File: config.mk
export PLATFORM = sky130hd
export DESIGN_NAME = text_to_unsigned_integer_parser
export DESIGN_NICKNAME = d
export VERILOG_FILES = /design/src/hw/rtl/tuip_pkg.sv /design/src/hw/rtl/tuip_front.sv /design/src/hw/rtl/tuip_queue.sv /design/src/hw/rtl/tuip_back.sv /design/src/hw/rtl/text_to_unsigned_integer_parser.sv
export SDC_FILE = /design/constraint.sdc
export NUM_CORES = 1
export LEC_CHECK = 0
export ABC_AREA = 1
export BUFFER_PORTS_ARGS = -buffer_cell sky130_fd_sc_hd__buf_4
export CAP_MARGIN = 20
export CORE_ASPECT_RATIO = 1.5
export CORE_MARGIN = 8
export CORE_UTILIZATION = 55
export CTS_BUF_LIST = sky130_fd_sc_hd__clkbuf_8
export DETAILED_ROUTE_END_ITERATION = 12
export GPL_TIMING_DRIVEN = 0
export PLACE_DENSITY_LB_ADDON = 0.12
export REMOVE_ABC_BUFFERS = 1
export SYNTH_ARGS = -nofsm -noshare
export SYNTH_HDL_FRONTEND = slang
export SYNTH_SLANG_ARGS = --single-unit
File: constraint.sdc
create_clock -name aclk -period 10.21 [get_ports aclk]
set_input_delay 1.5315 -clock aclk [delete_from_list [all_inputs] [get_ports aclk]]
set_output_delay 1.5315 -clock aclk [all_outputs]
set_load 0.005 [all_outputs]
File: src/hw/rtl/tuip_pkg.sv
// Shared types and constants of the text to unsigned integer parser.
`timescale 1ns / 1ps

package tuip_pkg;

    localparam int BASE_W      = 6;
    localparam int CHAR_W      = 8;
    localparam int DIGIT_W     = 6;
    localparam int OUT_VALUE_W = 32;
    localparam int OUT_COUNT_W = 16;
    localparam int QUEUE_DEPTH = 2;

    // Base codes.
    localparam logic [BASE_W-1:0] BASE_AUTO = 6'd0;
    localparam logic [BASE_W-1:0] BASE_ONE  = 6'd1;
    localparam logic [BASE_W-1:0] BASE_OCT  = 6'd8;
    localparam logic [BASE_W-1:0] BASE_DEC  = 6'd10;
    localparam logic [BASE_W-1:0] BASE_HEX  = 6'd16;
    localparam logic [BASE_W-1:0] BASE_MAX  = 6'd36;

    // Digit value of a character that is neither a digit nor a letter.
    localparam logic [DIGIT_W-1:0] DIGIT_NONE = 6'd63;
    localparam logic [DIGIT_W-1:0] DIGIT_TEN  = 6'd10;

    // Character codes.
    localparam logic [CHAR_W-1:0] CH_TAB   = 8'h09;
    localparam logic [CHAR_W-1:0] CH_CR    = 8'h0D;
    localparam logic [CHAR_W-1:0] CH_SPACE = 8'h20;
    localparam logic [CHAR_W-1:0] CH_ZERO  = 8'h30;
    localparam logic [CHAR_W-1:0] CH_NINE  = 8'h39;
    localparam logic [CHAR_W-1:0] CH_UA    = 8'h41;
    localparam logic [CHAR_W-1:0] CH_UX    = 8'h58;
    localparam logic [CHAR_W-1:0] CH_UZ    = 8'h5A;
    localparam logic [CHAR_W-1:0] CH_LA    = 8'h61;
    localparam logic [CHAR_W-1:0] CH_LX    = 8'h78;
    localparam logic [CHAR_W-1:0] CH_LZ    = 8'h7A;

    // One classified character as it travels from front to back.
    typedef struct packed {
        logic               start;
        logic [BASE_W-1:0]  base;
        logic [DIGIT_W-1:0] digit;
        logic               space;
        logic               zero;
        logic               x_char;
    } item_t;

    // Fill status of the queue between front and back.
    typedef struct packed {
        logic full;
        logic empty;
    } q_status_t;

endpackage

File: src/hw/rtl/tuip_front.sv
// Front end: accepts input transfers and classifies each character.
`timescale 1ns / 1ps

module tuip_front
    import tuip_pkg::*;
(
    input  logic              s_valid,
    output logic              s_ready,
    input  logic              s_start_req,
    input  logic [BASE_W-1:0] s_requested_base,
    input  logic [CHAR_W-1:0] s_ch,
    input  q_status_t         q_status,
    output logic              push,
    output item_t             push_item
);

    logic [CHAR_W-1:0] num_off;
    logic [CHAR_W-1:0] low_off;
    logic [CHAR_W-1:0] up_off;

    assign s_ready = !q_status.full;
    assign push    = s_valid && !q_status.full;

    assign num_off = s_ch - CH_ZERO;
    assign low_off = s_ch - CH_LA + CHAR_W'(DIGIT_TEN);
    assign up_off  = s_ch - CH_UA + CHAR_W'(DIGIT_TEN);

    always_comb begin
        push_item.start  = s_start_req;
        push_item.base   = s_requested_base;
        push_item.space  = (s_ch == CH_SPACE) || ((s_ch >= CH_TAB) && (s_ch <= CH_CR));
        push_item.zero   = (s_ch == CH_ZERO);
        push_item.x_char = (s_ch == CH_LX) || (s_ch == CH_UX);
        if ((s_ch >= CH_ZERO) && (s_ch <= CH_NINE)) begin
            push_item.digit = num_off[DIGIT_W-1:0];
        end else if ((s_ch >= CH_LA) && (s_ch <= CH_LZ)) begin
            push_item.digit = low_off[DIGIT_W-1:0];
        end else if ((s_ch >= CH_UA) && (s_ch <= CH_UZ)) begin
            push_item.digit = up_off[DIGIT_W-1:0];
        end else begin
            push_item.digit = DIGIT_NONE;
        end
    end

endmodule

File: src/hw/rtl/tuip_queue.sv
// Short queue of classified characters between front and back.
`timescale 1ns / 1ps

module tuip_queue
    import tuip_pkg::*;
(
    input  logic      aclk,
    input  logic      aresetn,
    input  logic      push,
    input  item_t     push_item,
    input  logic      pop,
    output item_t     pop_item,
    output q_status_t status
);

    localparam int PTR_W = $clog2(QUEUE_DEPTH);
    localparam int CNT_W = $clog2(QUEUE_DEPTH + 1);

    item_t            mem_reg [QUEUE_DEPTH];
    logic [PTR_W-1:0] wr_ptr_reg;
    logic [PTR_W-1:0] rd_ptr_reg;
    logic [CNT_W-1:0] count_reg;

    assign status.full  = (count_reg == CNT_W'(QUEUE_DEPTH));
    assign status.empty = (count_reg == '0);
    assign pop_item     = mem_reg[rd_ptr_reg];

    always_ff @(posedge aclk) begin
        if (push) begin
            mem_reg[wr_ptr_reg] <= push_item;
        end
    end

    always_ff @(posedge aclk) begin
        if (!aresetn) begin
            wr_ptr_reg <= '0;
            rd_ptr_reg <= '0;
            count_reg  <= '0;
        end else begin
            if (push) begin
                wr_ptr_reg <= (wr_ptr_reg == PTR_W'(QUEUE_DEPTH - 1)) ? '0 : wr_ptr_reg + 1'b1;
            end
            if (pop) begin
                rd_ptr_reg <= (rd_ptr_reg == PTR_W'(QUEUE_DEPTH - 1)) ? '0 : rd_ptr_reg + 1'b1;
            end
            if (push && !pop) begin
                count_reg <= count_reg + 1'b1;
            end else if (pop && !push) begin
                count_reg <= count_reg - 1'b1;
            end
        end
    end

endmodule

File: src/hw/rtl/tuip_back.sv
// Back end: parse state machine, multiply-add and output register.
`timescale 1ns / 1ps

module tuip_back
    import tuip_pkg::*;
#(
    parameter int VALUE_BITS = 32,
    parameter int COUNT_BITS = 16
) (
    input  logic                   aclk,
    input  logic                   aresetn,
    input  logic                   in_valid,
    input  item_t                  in_item,
    output logic                   in_ready,
    output logic                   m_valid,
    input  logic                   m_ready,
    output logic [OUT_VALUE_W-1:0] m_value,
    output logic                   m_done_res,
    output logic [OUT_COUNT_W-1:0] m_consumed
);

    typedef enum logic [2:0] {
        PH_SPACE  = 3'd0,
        PH_ZERO   = 3'd1,
        PH_PREFIX = 3'd2,
        PH_DIGITS = 3'd3,
        PH_DONE   = 3'd4
    } phase_t;

    phase_t                phase_reg, phase_next, ph_cur;
    logic [BASE_W-1:0]     base_reg, base_next, base_cur, mul_base;
    logic [VALUE_BITS-1:0] acc_reg, acc_next, acc_cur, mac;
    logic [COUNT_BITS-1:0] cnt_reg, cnt_next, cnt_cur, cnt_inc;
    logic [COUNT_BITS-1:0] pend_reg, pend_next, pend_cur;
    logic [VALUE_BITS+BASE_W-1:0] mac_full;
    logic [VALUE_BITS+OUT_VALUE_W-1:0] value_ext;
    logic [COUNT_BITS+OUT_COUNT_W-1:0] count_ext;
    logic                  digit_ok;
    logic                  done_next;
    logic                  fire;
    logic                  m_valid_reg;
    logic [OUT_VALUE_W-1:0] m_value_reg;
    logic                  m_done_reg;
    logic [OUT_COUNT_W-1:0] m_consumed_reg;

    assign in_ready   = !m_valid_reg || m_ready;
    assign fire       = in_valid && in_ready;
    assign m_valid    = m_valid_reg;
    assign m_value    = m_value_reg;
    assign m_done_res = m_done_reg;
    assign m_consumed = m_consumed_reg;

    // A start item sees freshly cleared state with the requested base.
    assign ph_cur   = in_item.start ? PH_SPACE : phase_reg;
    assign base_cur = in_item.start ? in_item.base : base_reg;
    assign acc_cur  = in_item.start ? '0 : acc_reg;
    assign cnt_cur  = in_item.start ? '0 : cnt_reg;
    assign pend_cur = in_item.start ? '0 : pend_reg;

    // Automatic base resolves to decimal on a first nonzero digit and to
    // octal after a leading zero without an x.
    always_comb begin
        mul_base = base_cur;
        if ((ph_cur == PH_SPACE) && (base_cur == BASE_AUTO)) begin
            mul_base = BASE_DEC;
        end else if ((ph_cur == PH_ZERO) && (base_cur == BASE_AUTO)) begin
            mul_base = BASE_OCT;
        end
    end

    assign digit_ok = (in_item.digit < mul_base);
    assign mac_full = {{BASE_W{1'b0}}, acc_cur} * {{VALUE_BITS{1'b0}}, mul_base}
                    + {{VALUE_BITS{1'b0}}, in_item.digit};
    assign mac      = mac_full[VALUE_BITS-1:0];
    assign cnt_inc  = (cnt_cur == '1) ? cnt_cur : cnt_cur + 1'b1;

    always_comb begin
        phase_next = ph_cur;
        base_next  = base_cur;
        acc_next   = acc_cur;
        cnt_next   = cnt_cur;
        pend_next  = pend_cur;
        done_next  = 1'b0;
        unique case (ph_cur)
            PH_SPACE: begin
                if (in_item.space) begin
                    cnt_next = cnt_inc;
                end else if ((base_cur == BASE_ONE) || (base_cur > BASE_MAX)) begin
                    acc_next   = '0;
                    cnt_next   = '0;
                    phase_next = PH_DONE;
                    done_next  = 1'b1;
                end else if (in_item.zero &&
                             ((base_cur == BASE_AUTO) || (base_cur == BASE_HEX))) begin
                    acc_next   = '0;
                    cnt_next   = cnt_inc;
                    pend_next  = cnt_inc;
                    phase_next = PH_ZERO;
                end else begin
                    base_next = mul_base;
                    if (digit_ok) begin
                        acc_next   = mac;
                        cnt_next   = cnt_inc;
                        phase_next = PH_DIGITS;
                    end else begin
                        acc_next   = '0;
                        cnt_next   = '0;
                        phase_next = PH_DONE;
                        done_next  = 1'b1;
                    end
                end
            end
            PH_ZERO: begin
                if (in_item.x_char) begin
                    base_next  = BASE_HEX;
                    cnt_next   = cnt_inc;
                    phase_next = PH_PREFIX;
                end else begin
                    base_next = mul_base;
                    if (digit_ok) begin
                        acc_next   = mac;
                        cnt_next   = cnt_inc;
                        phase_next = PH_DIGITS;
                    end else begin
                        phase_next = PH_DONE;
                        done_next  = 1'b1;
                    end
                end
            end
            PH_PREFIX: begin
                if (digit_ok) begin
                    acc_next   = mac;
                    cnt_next   = cnt_inc;
                    phase_next = PH_DIGITS;
                end else begin
                    acc_next   = '0;
                    cnt_next   = pend_cur;
                    phase_next = PH_DONE;
                    done_next  = 1'b1;
                end
            end
            PH_DIGITS: begin
                if (digit_ok) begin
                    acc_next = mac;
                    cnt_next = cnt_inc;
                end else begin
                    phase_next = PH_DONE;
                    done_next  = 1'b1;
                end
            end
            PH_DONE: begin
            end
            default: begin
            end
        endcase
    end

    assign value_ext = {{OUT_VALUE_W{1'b0}}, acc_next};
    assign count_ext = {{OUT_COUNT_W{1'b0}}, cnt_next};

    always_ff @(posedge aclk) begin
        if (!aresetn) begin
            phase_reg   <= PH_SPACE;
            base_reg    <= BASE_AUTO;
            acc_reg     <= '0;
            cnt_reg     <= '0;
            pend_reg    <= '0;
            m_valid_reg <= 1'b0;
        end else begin
            if (fire) begin
                phase_reg      <= phase_next;
                base_reg       <= base_next;
                acc_reg        <= acc_next;
                cnt_reg        <= cnt_next;
                pend_reg       <= pend_next;
                m_value_reg    <= value_ext[OUT_VALUE_W-1:0];
                m_done_reg     <= done_next;
                m_consumed_reg <= count_ext[OUT_COUNT_W-1:0];
            end
            m_valid_reg <= fire || (m_valid_reg && !m_ready);
        end
    end

endmodule

File: src/hw/rtl/text_to_unsigned_integer_parser.sv
// Top level of the streaming text to unsigned integer parser.
`timescale 1ns / 1ps

// Streaming parser that turns a character string into an unsigned number,
// one byte per input transfer, in the manner of the C library routine that
// converts text to an unsigned long. A transfer with s_start_req set opens a
// new string and brings the base (2 to 36, or 0 to detect it from a "0x" or
// leading "0" prefix). Leading whitespace is skipped, digits and letters
// below the base accumulate modulo 2^VALUE_BITS, and the first character that
// is not a valid digit ends the number. Every input transfer yields exactly
// one result transfer: m_value is the number so far, m_consumed the count of
// characters taken (on the ending character, the end position a pointer
// would give), and m_done_res marks the character that ended the number.
// Characters after the end and before the next start return the held result.
// The block sustains one character per clock while the output is not
// stalled: the front classifies the byte, a two-entry queue decouples it
// from the back, and the back does one multiply-add per cycle into a
// registered output, so a result passes through the queue and then the
// output register before it can be taken.
module text_to_unsigned_integer_parser
    import tuip_pkg::*;
#(
    parameter int VALUE_BITS = 32,
    parameter int COUNT_BITS = 16
) (
    input  logic                   aclk,
    input  logic                   aresetn,
    input  logic                   s_valid,
    output logic                   s_ready,
    input  logic                   s_start_req,
    input  logic [BASE_W-1:0]      s_requested_base,
    input  logic [CHAR_W-1:0]      s_ch,
    output logic                   m_valid,
    input  logic                   m_ready,
    output logic [OUT_VALUE_W-1:0] m_value,
    output logic                   m_done_res,
    output logic [OUT_COUNT_W-1:0] m_consumed
);

    // Front to queue.
    logic      push;
    item_t     push_item;
    q_status_t q_status;

    // Queue to back.
    logic  pop;
    item_t pop_item;
    logic  back_ready;

    tuip_front u_front (
        .s_valid          (s_valid),
        .s_ready          (s_ready),
        .s_start_req      (s_start_req),
        .s_requested_base (s_requested_base),
        .s_ch             (s_ch),
        .q_status         (q_status),
        .push             (push),
        .push_item        (push_item)
    );

    tuip_queue u_queue (
        .aclk      (aclk),
        .aresetn   (aresetn),
        .push      (push),
        .push_item (push_item),
        .pop       (pop),
        .pop_item  (pop_item),
        .status    (q_status)
    );

    // The back takes the queue head whenever its output register is free
    // or is being emptied in the same cycle.
    assign pop = !q_status.empty && back_ready;

    tuip_back #(
        .VALUE_BITS (VALUE_BITS),
        .COUNT_BITS (COUNT_BITS)
    ) u_back (
        .aclk       (aclk),
        .aresetn    (aresetn),
        .in_valid   (!q_status.empty),
        .in_item    (pop_item),
        .in_ready   (back_ready),
        .m_valid    (m_valid),
        .m_ready    (m_ready),
        .m_value    (m_value),
        .m_done_res (m_done_res),
        .m_consumed (m_consumed)
    );

    // The queue can never be both full and empty.
    a_queue_status: assert property (@(posedge aclk) disable iff (!aresetn)
        !(q_status.full && q_status.empty))
        else $error("queue reports full and empty at once");

    // An accepted input transfer is held either in the queue or in the output.
    a_transfer_kept: assert property (@(posedge aclk) disable iff (!aresetn)
        ($past(aresetn) && $past(s_valid && s_ready)) |-> (!q_status.empty || m_valid))
        else $error("accepted transfer lost between front and back");

    // With work queued and a free output register, the back produces a result.
    a_back_moves: assert property (@(posedge aclk) disable iff (!aresetn)
        (!q_status.empty && !m_valid) |=> m_valid)
        else $error("back stalled with queued work and a free output");

endmodule

# Word-level counts from Yosys, hierarchy flattened
# Memory sizes are Yosys's and may differ from the RTL's. A register that Yosys moved wholly into a read port is not among the register bits.
# Cells that the tools add are included.
# totals
ff_bits	127
mem_bits_rw	32
inputBits	19
out_inout_bits	51
wordCells	132
memories	1
# memory_table
name	words	width	rd	rd_ports_with_merged_regs	write_ports	line_no	source
u_queue.mem_reg	2	16	1	1	1	tuip_queue.sv:19	item_t mem_reg [QUEUE_DEPTH];
# op_classes
add_sub_neg	11
n_mul	1
n_lt_le_gt_ge	10
n_eq_ne	11
muxes	56
reduce_logical	30
# op_table
op	n
16-bit two-way mux	14
32-bit two-way mux	7
32-bit case mux with 4 select lines	1
16-bit case mux with 4 select lines	1
6-bit two-way mux	10
32-bit by 6-bit adder with 32-bit output	1
32-bit by 6-bit multiplier with 32-bit output	1
3-bit two-way mux	7
16-bit by 1-bit adder with 16-bit output (second input constant)	1
16-bit == test (second input constant)	1
8-bit by 6-bit == test with 1-bit output (second input constant)	2
8-bit by 7-bit == test with 1-bit output (second input constant)	2
8-bit by 7-bit greater-or-equal comparator with 1-bit output (second input constant)	2
8-bit by 7-bit <= comparator with 1-bit output (second input constant)	2
6-bit by 4-bit adder with 6-bit output (second input constant)	2
1-bit logical AND	12
3-bit case mux with 4 select lines	1
6-bit case mux with 2 select lines	1
6-bit subtractor (second input constant)	2
1-bit two-way mux	11
8-bit by 4-bit greater-or-equal comparator with 1-bit output (second input constant)	1
8-bit by 6-bit greater-or-equal comparator with 1-bit output (second input constant)	1
8-bit by 4-bit <= comparator with 1-bit output (second input constant)	1
8-bit by 6-bit <= comparator with 1-bit output (second input constant)	1
21 further kinds	34

# Logic depth before layout (Yosys ltp)
# Gate-level depths: netlist of the first run.
# depth
ltp_word	12
depth_mapped	38
mapped_depth_nobuf	36

# By module
# From an unflattened synthesis of the first run, not the netlist that was laid out.
# hier_totals
hier_cells	1930
area_unflattened_um2	14740.4
# by_module_without_submodules
module	n_inst	cells_per_inst	area_each_um2	seq_area_each_um2
tuip_back	1	1737	12744.7	2952.8
tuip_queue	1	85	1437.6	1061.0
tuip_front	1	105	544.3	0.0
text_to_unsigned_integer_parser	1	3	13.8	0.0

# Worst setup path after synthesis of the first run
# OpenSTA, ideal clock, no wires.
# synth_path
kind	register -> register
start	register (tool-made name)
end	register u_back.m_value_reg[21] (netlist: u_back.m_value[21]) (data pin)
setup_ps	259
arrival_time_ps	5314
required_ps	9951
path_slack_ps	4638
stages_incl_launch_ff	36
n_path_buf	3
synth_period_minus_slack_ps	5572
path_cell_list	dfxtp_1 -> buf_6 -> inv_6 -> nand2_8 -> nand2_8 -> buf_8 -> nand2_1 -> o21ai_2 -> nor2_1 -> nand4_1 -> nand2_1 -> inv_1 -> clkbuf_1 -> nor2_1 -> fa_1 -> inv_1 -> fa_1 -> inv_1 -> fa_1 -> inv_1 -> fa_1 -> inv_1 -> ha_1 -> nand2_1 -> o21ai_0 -> nand2_1 -> nand2_1 -> nand2_1 -> nand2_1 -> nand2_1 -> nand2_1 -> xor2_1 -> nand2_1 -> nand3_1 -> o21ai_0 -> inv_1
# synth_lines
item	line_no	source
end signal: assignment	tuip_back.sv:176	m_value_reg <= value_ext[OUT_VALUE_W-1:0];
end: declaration	tuip_back.sv:42	logic [OUT_VALUE_W-1:0] m_value_reg;

==> results of run 1 <==
[cell usage in the layout (no fill, tap or decap), types with 5 or more instances in the layout]
cell / Yosys / routed
a21oi_1: 148 / 148
a22oi_1: 5 / 5
a22oi_2: 5 / 5
a31oi_1: 6 / 6
buf_4: 2 / 70
clkbuf_8: 0 / 17
dfxtp_1: 79 / 79
edfxtp_1: 81 / 81
fa_1: 112 / 112
ha_1: 81 / 81
inv_1: 242 / 242
inv_2: 15 / 15
inv_6: 1 / 5
nand2_1: 348 / 348
nand2_2: 8 / 8
nand2_4: 6 / 6
nand3_1: 59 / 58
nand4_1: 12 / 12
nor2_1: 288 / 287
nor2_2: 13 / 13
nor3_1: 12 / 12
o211ai_1: 19 / 19
o21ai_0: 105 / 105
o21ai_1: 36 / 35
o22ai_1: 9 / 9
or2_2: 9 / 9
xnor2_1: 7 / 7
xor2_1: 24 / 24
[critical path: cells and delay by family, from the launching register on]
| family | cells | cell delay, ns |
|---|---|---|
| buffers and inverters | 6 | 1.41 |
| adders and majority gates | 5 | 2.08 |
| and+or+nand+nor | 17 | 3.46 |
| DFF | 1 | 0.79 |
| xor gates and xnor gates | 1 | 0.19 |
| AOI/OAI and AO/OA | 3 | 0.80 |
[power breakdown]
part | internal, mW | switching (mW)
clock | 0.224 | 0.284
sequential | 0.929 | 0.114
combinational | 0.807 | 1.77
[layer usage]
metal / global-route usage (%) / up-vias
met5: 0 / -
met4: 16.8 / 0
met3: 4.43 / 156
met2: 46.9 / 427
met1: 25.5 / 5931
li1: - / 6044
[through the flow]
step	util (%)	setup WS [ns]	instances	total power [mW]
after floorplan	-	3.62	1782	2.74
after global placement	57.7	0.369	2184	3.50
after detailed placement	58.5	1.38	2192	3.62
after CTS	60.1	1.38	2224	4.13
after global routing	60.1	0.559	2225	4.49
final	60.1	1.33	2225	4.13
[cell type report]
| cell class | instances | share of cell area [%] |
|---|---|---|
| clock buffer | 17 | 1.52 |
| clock inverter | 15 | 1.12 |
| tap | 333 | 2.71 |
| sequential | 160 | 26.1 |
| inverter | 264 | 6.50 |
| multi-input combinational | 1358 | 57.5 |
| timing repair buffer | 78 | 4.56 |
[cells by family after synthesis]
group / after synthesis
and+or+nand+nor: 772
AOI/OAI and AO/OA: 362
adders and majority gates: 193
xor gates and xnor gates: 31
DFF: 160
buffers and inverters: 330
[worst paths after layout]
check / end / depth (start not counted) / slack (ns) / from
setup reg to reg: u_back.acc_reg[21]$_SDFFE_PN0P_ / 32 / 1.33 / flip-flop
hold reg to reg: u_queue.rd_ptr_reg$_SDFFE_PN0P_ / 1 / 0.46 / u_queue.rd_ptr_reg$_SDFFE_PN0P_
setup / recovery: u_back.acc_reg[21]$_SDFFE_PN0P_ / 32 / 1.33 / flip-flop
hold / removal: u_queue.rd_ptr_reg$_SDFFE_PN0P_ / 1 / 0.46 / u_queue.rd_ptr_reg$_SDFFE_PN0P_
==> reports/results.ini, run 1 <==
[route]
wl_per_cell_um = 17.0
highest_layer = met4
routed_wl_mm = 37.9
wl_met2_mm = 20.1
drt-met1-wl_mm = 13.8
drt-pass1-iter-count = 5
drc = 0
num_vias = 12558
antenna_left = 0
drt_iter0_drc = 707
route.met3.wl_mm = 1.87
vias_per_cell = 5.64

[clock_tree]
cts.root.buffer_cell = clkbuf_8
cts_resized = 0
clockBufferDepth = 2
cts_hold_buf = 0
cts_num_sinks = 160
cts_htree_levels = 4
tritoncts = done
insertion_delay_ns = 0.53
post-cts-setup-buffers = 0
cts.reportedPaths.clkPinSlew_ns = 0.10
cts_buffers = 17

[global_routing]
grtUsageTotal_pct = 25.3
grt_first_pass_wirelength_mm = 63.0
grt_overflow = 0
grt_max_degree = 63
grt_pass1_vias = 13048
antenna_found_initial = 0

[synthesis]
synthMostInstantiatedCell = nand2_1
synth_ff_type = edfxtp_1
synth_seq_area_share_pct = 28.4
synth.top_cell.area_share_pct = 17.2
ys_ff_latch = 160
synth_area_leaders = edfxtp_1 17%, fa_1 16%, dfxtp_1 11%
async_flop_share_pct = 0
synthAdderAreaFrac_pct = 23.0
synthMuxAreaShare_pct = 0
synth_edf_count = 81
synth_top_family_by_area = simple AND/OR/NAND/NOR gates
ys_warn_count = 0
yosys-top-cells-count = 348 x nand2_1, 288 x nor2_1, 242 x inv_1
synth_compound_area_share_pct = 14.4
syn-mean-instance-area_sq_um = 7.66
synth_xor_area_share_pct = 1.92
synth_area_sq_mm = 0.0141
synth.largest_area_cell = edfxtp_1
synth_cell_types = 59
yosys.area_share.simple_pct = 23.0
syn_inst = 1848

[timing]
hold_viol_final = 0
min_period_over_period_pct = 87.0
setup_viol_count_final = 0
tightest_slew_ns = 1.03
whs_ns = 0.464
relSlewSlack_pct = 30.8
rsz0062_at_grt = false
finClkSkew_ns = 0.0229
finalCriticalPeriod_ns = 8.88
fmax_ghz = 0.113
setup_tns_ns = 0
final-max-slew-violation-count = 0

[run_status]
outcome = complete, no violations

[place]
port_buffers = 69
hpwl_mm = 28.0
routabilityCongestion = 0.915
place_area_sq_mm = 0.0150

[final_layout]
nFillCells = 2419
layout-drive-gt1-share_pct = 9.88
multi_input_area_sq_mm = 0.00884
seq_area_sq_mm = 0.00401
areaGrowthSynthToFinish_pct = 8.70
finalInstanceArea_sq_mm = 0.0154
nNetsFinal = 2091
antenna_cells = 0

[setup_path]
crit_fanout = 53
critPathSlowestCell = nand2_2
cp-start-kind = flip-flop
critPathKind = reg2reg
cp.required_ns = 10.65
cpMostUsedCell = nand2_1
max_stage_delay_ns = 0.86
crit_arrival_ns = 9.32
end_kind = flip-flop

[floorplanning]
ioPinCount = 70
die_w_um = 147
die_area_sq_mm = 0.0312
start_util_pct = 55.3
num_rows = 72
die_h_um = 212
coreArea_sq_mm = 0.0256

[power_and_ir_drop]
p_per_area_mw_per_mm2 = 269
vdd_ir_drop_max_uv = 191
p_leak_nw = 7.32

[job]
drv_cap = 0

[min_path]
min_path_type = reg2reg

No activity file was read; power rests on OpenSTA's default activity.
==> run 2: changes to the inputs <==
--- a/config.mk
+++ b/config.mk
@@ -15,7 +15,9 @@
 export DETAILED_ROUTE_END_ITERATION = 12
 export GPL_TIMING_DRIVEN = 0
 export PLACE_DENSITY_LB_ADDON = 0.12
+export RECOVER_POWER = 50
 export REMOVE_ABC_BUFFERS = 1
+export SLEW_MARGIN = 5
 export SYNTH_ARGS = -nofsm -noshare
 export SYNTH_HDL_FRONTEND = slang
 export SYNTH_SLANG_ARGS = --single-unit
==> reports/results.ini, run 2 (synthesis gave the netlist of run 1 again) <==
[floorplanning]
num_rows = 72
die_area_sq_mm = 0.0312
ioPinCount = 70
coreArea_sq_mm = 0.0256
start_util_pct = 55.3
die_w_um = 147
die_h_um = 212

[route]
routed_wl_mm = 38.1
vias_per_cell = 5.63
wl_per_cell_um = 17.1
drt_iter0_drc = 796
num_vias = 12526
antenna_left = 0
drt-pass1-iter-count = 5
drc = 0

[setup_path]
cp.required_ns = 10.64
reg2reg_to = u_back.acc_reg[21]$_SDFFE_PN0P_
rr_worst_depth = 32
critPathSlowestCell = nand2_2
r2r_slack_ns = 1.27
endpoint = u_back.acc_reg[21]$_SDFFE_PN0P_
crit_fanout = 53
max_stage_delay_ns = 0.87
cpMostUsedCell = nand2_1
crit_arrival_ns = 9.37
critPathKind = reg2reg
end_kind = flip-flop
cp-start-kind = flip-flop

[final_layout]
layout_commonest_cell = nand2_1
finalInstanceArea_sq_mm = 0.0153
antenna_cells = 0
nFillCells = 2388
nNetsFinal = 2091
areaGrowthSynthToFinish_pct = 8.03
final_cells = 2225
layout-drive-gt1-share_pct = 8.93
final_util_pct = 59.7
final_cell_mix = 348 x nand2_1, 288 x nor2_1, 241 x inv_1

[global_routing]
grt_pass1_vias = 13185
antenna_found_initial = 0
grtUsageTotal_pct = 25.3
grt_max_degree = 54
grt_overflow = 0
grt_first_pass_wirelength_mm = 63.3

[clock_tree]
post-cts-setup-buffers = 0
cts_htree_levels = 4
cts_resized = 0
cts.reportedPaths.clkPinSlew_ns = 0.10
cts_buffers = 17
tritoncts = done
cts.root.buffer_cell = clkbuf_8
cts_num_sinks = 160
cts_hold_buf = 0
insertion_delay_ns = 0.52
clockBufferDepth = 2

[place]
routabilityCongestion = 0.915
port_buffers = 69
place_area_sq_mm = 0.0149
hpwl_mm = 28.1
preCtsSetupSlack_ns = 1.36
place_inst = 2192

[timing]
min_period_over_period_pct = 87.6
final-max-slew-violation-count = 127
fin_ws_ns = 1.27
whs_ns = 0.462
rsz0062_at_grt = false
hold_viol_final = 0
setup_viol_count_final = 0
setup_tns_ns = 0
relSlewSlack_pct = -58.2
tightest_slew_ns = 2.36
fmax_ghz = 0.112
finClkSkew_ns = 0.0292
finalCriticalPeriod_ns = 8.94

[run_status]
violations = max-capacitance violations, max-slew violations
outcome = finished with violations

[job]
drv_cap = 4

[power_and_ir_drop]
power_mw = 4.15
p_leak_nw = 7.25
p_per_area_mw_per_mm2 = 272
vdd_ir_drop_max_uv = 158

[min_path]
min_path_type = reg2reg

-- run 2: worst min-delay path by stage --
stage                                                   to  slack, ns  cells after the start                             start
after floorplan                                  flip-flop       0.43                      1   u_queue.rd_ptr_reg$_SDFFE_PN0P_
after global placement                           flip-flop       0.43                      1   u_queue.rd_ptr_reg$_SDFFE_PN0P_
after detailed placement   u_queue.rd_ptr_reg$_SDFFE_PN0P_       0.45                      1   u_queue.rd_ptr_reg$_SDFFE_PN0P_
after CTS                  u_queue.rd_ptr_reg$_SDFFE_PN0P_       0.46                      1   u_queue.rd_ptr_reg$_SDFFE_PN0P_
after global routing      u_back.pend_reg[13]$_SDFFE_PN0P_       0.49                      2  u_back.pend_reg[13]$_SDFFE_PN0P_
final                      u_queue.rd_ptr_reg$_SDFFE_PN0P_       0.46                      1   u_queue.rd_ptr_reg$_SDFFE_PN0P_
-- run 2: final cells by class --
type	count	area [sq um]	area share (%)
multi-input combinational	1358	8820	57.7
clock buffer	17	234	1.53
inverter	264	1000	6.54
clock inverter	15	233	1.52
timing repair buffer	78	566	3.70
sequential	160	4010	26.3
tap	333	417	2.73
-- run 2: worst max-delay path: cells and delay by family (launching register included) --
family                   cells  cell delay (ns)
AO/OA/AOI/OAI                3             0.81
XOR/XNOR                     1             0.19
adder cells (fa/ha/maj)      5             2.12
buffers and inverters        6             1.40
flip-flops                   1             0.79
AND/OR/NAND/NOR             17             3.51
-- run 2: power breakdown --
group          internal, mW  switching [mW]
sequential            0.931           0.113
clock                 0.295           0.273
combinational         0.773            1.77
total                  2.00            2.15
-- run 2: per-layer routing --
layer  GRT usage, %  vias up  part of all wire (%)
met3           4.45      167                   4.4
li1               -     6033                     -
met2           46.4      412                    53
met5              0        -                     0
met4           17.6        0                   5.9
met1           25.7     5914                    37
==> run 3: changes to the inputs <==
--- a/config.mk
+++ b/config.mk
@@ -6,6 +6,7 @@
 export NUM_CORES = 1
 export LEC_CHECK = 0
 export ABC_AREA = 1
+export ABC_CLOCK_PERIOD_IN_PS = 10210
 export BUFFER_PORTS_ARGS = -buffer_cell sky130_fd_sc_hd__buf_4
 export CAP_MARGIN = 20
 export CORE_ASPECT_RATIO = 1.5
@@ -16,8 +17,8 @@
 export GPL_TIMING_DRIVEN = 0
 export PLACE_DENSITY_LB_ADDON = 0.12
 export RECOVER_POWER = 50
-export REMOVE_ABC_BUFFERS = 1
 export SLEW_MARGIN = 5
 export SYNTH_ARGS = -nofsm -noshare
 export SYNTH_HDL_FRONTEND = slang
+export SYNTH_HIERARCHICAL = 1
 export SYNTH_SLANG_ARGS = --single-unit
==> reports/results.ini, run 3 <==
[run_status]
outcome = finished with violations
violations = max-capacitance violations, max-slew violations

[power_and_ir_drop]
p_clk_share_pct = 10.7
power_frac_comb_pct = 66.9
pwr-share-seq_pct = 22.3
p_leak_nw = 8.10
power_mw = 4.54
p_per_area_mw_per_mm2 = 284
p_int_mw = 2.11
vdd_ir_drop_max_uv = 184
swShare_pct = 53.5
switching_power_mw = 2.43

[setup_path]
cp.depth = 31
crit_family = adder cells
crit_fanout = 10
cp-start-kind = flip-flop
end_kind = flip-flop
reg2reg_to = u_back/m_value[17]$_DFFE_PP_
rr_worst_depth = 31
path_buf_inv = 12
critPathSlowestCell = clkbuf_1
critPathKind = reg2reg
cpMostUsedCell = inv_1
cp.required_ns = 10.43
max_stage_delay_ns = 0.58
crit_arrival_ns = 7.77
r2r_slack_ns = 2.66

[route]
drc = 0
vias_per_cell = 5.61
drt-pass1-iter-count = 6
routed_wl_mm = 44.9
drt_iter0_drc = 956
wl_per_cell_um = 19.0
antenna_left = 0
num_vias = 13251

[final_layout]
multi_input_area_sq_mm = 0.00894
seq_area_sq_mm = 0.00401
areaGrowthSynthToFinish_pct = 8.50
antenna_cells = 0
finalInstanceArea_sq_mm = 0.0160
nNetsFinal = 2223
nFillCells = 2534
layout-drive-gt1-share_pct = 8.74
layout_commonest_cell = inv_1
final_cell_mix = 350 x inv_1, 349 x nand2_1, 226 x nor2_1

[synthesis]
ys_ff_latch = 160
synth_ff_type = edfxtp_1
yosys-top-cells-count = 348 x inv_1, 348 x nand2_1, 225 x nor2_1
ys_warn_count = 6
synth.net_count = 2140
async_flop_share_pct = 0
synth_seq_area_share_pct = 27.2
synth_area_sq_mm = 0.0147
syn_inst = 1930
syn-mean-instance-area_sq_um = 7.64
synth.largest_area_cell = edfxtp_1
synth_area_leaders = edfxtp_1 17%, fa_1 15%, dfxtp_1 11%
synth.top_cell.area_share_pct = 16.5
synth_cell_types = 57
synth_edf_count = 81

[clock_tree]
cts_num_sinks = 160
tritoncts = done
insertion_delay_ns = 0.50
cts.root.buffer_cell = clkbuf_8
clockBufferDepth = 2
cts_htree_levels = 4
cts_hold_buf = 0
cts_resized = 0
post-cts-setup-buffers = 0
cts.reportedPaths.clkPinSlew_ns = 0.10
cts_buffers = 17

[place]
place_area_sq_mm = 0.0157
hpwl_mm = 35.7
preCtsSetupSlack_ns = 2.74
routabilityCongestion = 0.944
port_buffers = 62

[timing]
rsz0062_at_grt = false
hold_viol_final = 0
fmax_ghz = 0.132
whs_ns = 0.473
finClkSkew_ns = 0.0197
min_period_over_period_pct = 74.0
relSlewSlack_pct = -62.2
finalCriticalPeriod_ns = 7.55
setup_viol_count_final = 0
setup_tns_ns = 0
tightest_slew_ns = 2.42
fin_ws_ns = 2.66
final-max-slew-violation-count = 21

[global_routing]
antenna_found_initial = 0
grt_first_pass_wirelength_mm = 71.3
grt_pass1_vias = 13832
grt_max_degree = 30
grt_overflow = 0
grtUsageTotal_pct = 28.6

[floorplanning]
die_w_um = 150
start_util_pct = 55.8
coreArea_sq_mm = 0.0264
ioPinCount = 70
die_area_sq_mm = 0.0324
die_h_um = 217
num_rows = 73

[min_path]
hold_depth = 2
min_from = u_back/pend_reg[1]$_SDFFE_PN0P_
min_path_type = reg2reg
hold_path_end = u_back/pend_reg[1]$_SDFFE_PN0P_

[job]
drv_cap = 1

-- run 3: changes by cell type after synthesis, sizes merged, moves of 6 or more --
cell,change
a21o,+6
a21oi,-20
a22oi,+23
buf,+12
inv,+97
mux2,+16
nand3,+50
nor2,-69
o211ai,+14
o21ai,-59
-- run 3: cell type report --
class	count	share of cell area [%]
plain buffers	79	2.62
clock buffers	17	1.46
clock inverters	15	0.994
inverters	360	8.47
multi-input cells	1331	55.9
flip-flops and latches	160	25.1
well taps	337	2.64
repair buffers	64	2.85
-- run 3: worst max path at each step --
stage                         start                           end
after floorplan           flip-flop  u_back/m_value[26]$_DFFE_PP_
after detailed placement  flip-flop  u_back/m_value[17]$_DFFE_PP_
after global placement    flip-flop  u_back/m_value[17]$_DFFE_PP_
final                     flip-flop  u_back/m_value[17]$_DFFE_PP_
after global routing      flip-flop  u_back/m_value[17]$_DFFE_PP_
after CTS                 flip-flop  u_back/m_value[17]$_DFFE_PP_
-- run 3: logic make-up (layout without fill, tap and decap cells) --
| logic type | after synthesis | after routing | synth area share [%] |
|---|---|---|---|
| xor+xnor | 31 | 31 | 1.84 |
| simple gates | 761 | 761 | 22.0 |
| compound gates | 332 | 332 | 13.4 |
| mux | 16 | 16 | 1.48 |
| buf+inv | 439 | 535 | 12.1 |
| fa+ha+maj | 191 | 191 | 21.9 |
| flops | 160 | 160 | 27.2 |
-- run 3: per-layer routing --
layer | share of wire (%) | track usage (%) | up-vias
met5 | 0 | 0 | -
met3 | 5.2 | 4.84 | 148
met4 | 6.0 | 18.3 | 0
li1 | - | - | 6351
met1 | 37 | 30.1 | 6275
met2 | 52 | 51.2 | 477
-- run 3: worst reg2reg max path: cells and delay by family, from the launching register on --
kind / cells / cell delay (ns)
adders and majority gates: 5 / 2.36
and+or+nand+nor: 9 / 1.11
AOI/OAI and AO/OA: 4 / 0.90
muxes: 1 / 0.23
buffers and inverters: 12 / 2.34
DFF: 1 / 0.32
-- run 3: power by group through the flow --
stage | registers (mW) | clock network [mW] | logic [mW]
6_report | 1.01 | 0.488 | 3.04
3_3_place_gp | 1.03 | 0 | 2.96
2_1_floorplan | 1.02 | 0 | 2.05
5_1_grt | 1.03 | 0.522 | 3.36
4_1_cts | 1.01 | 0.500 | 3.04
3_5_place_dp | 1.03 | 0 | 3.02
-- run 3: through the flow --
| stage | cells | utilization (%) |
|---|---|---|
| 2_1_floorplan | 1930 | - |
| 3_3_place_gp | 2329 | 59.2 |
| 3_5_place_dp | 2331 | 59.3 |
| 4_1_cts | 2363 | 60.8 |
| 5_1_grt | 2363 | 60.6 |
| 6_report | 2363 | 60.6 |
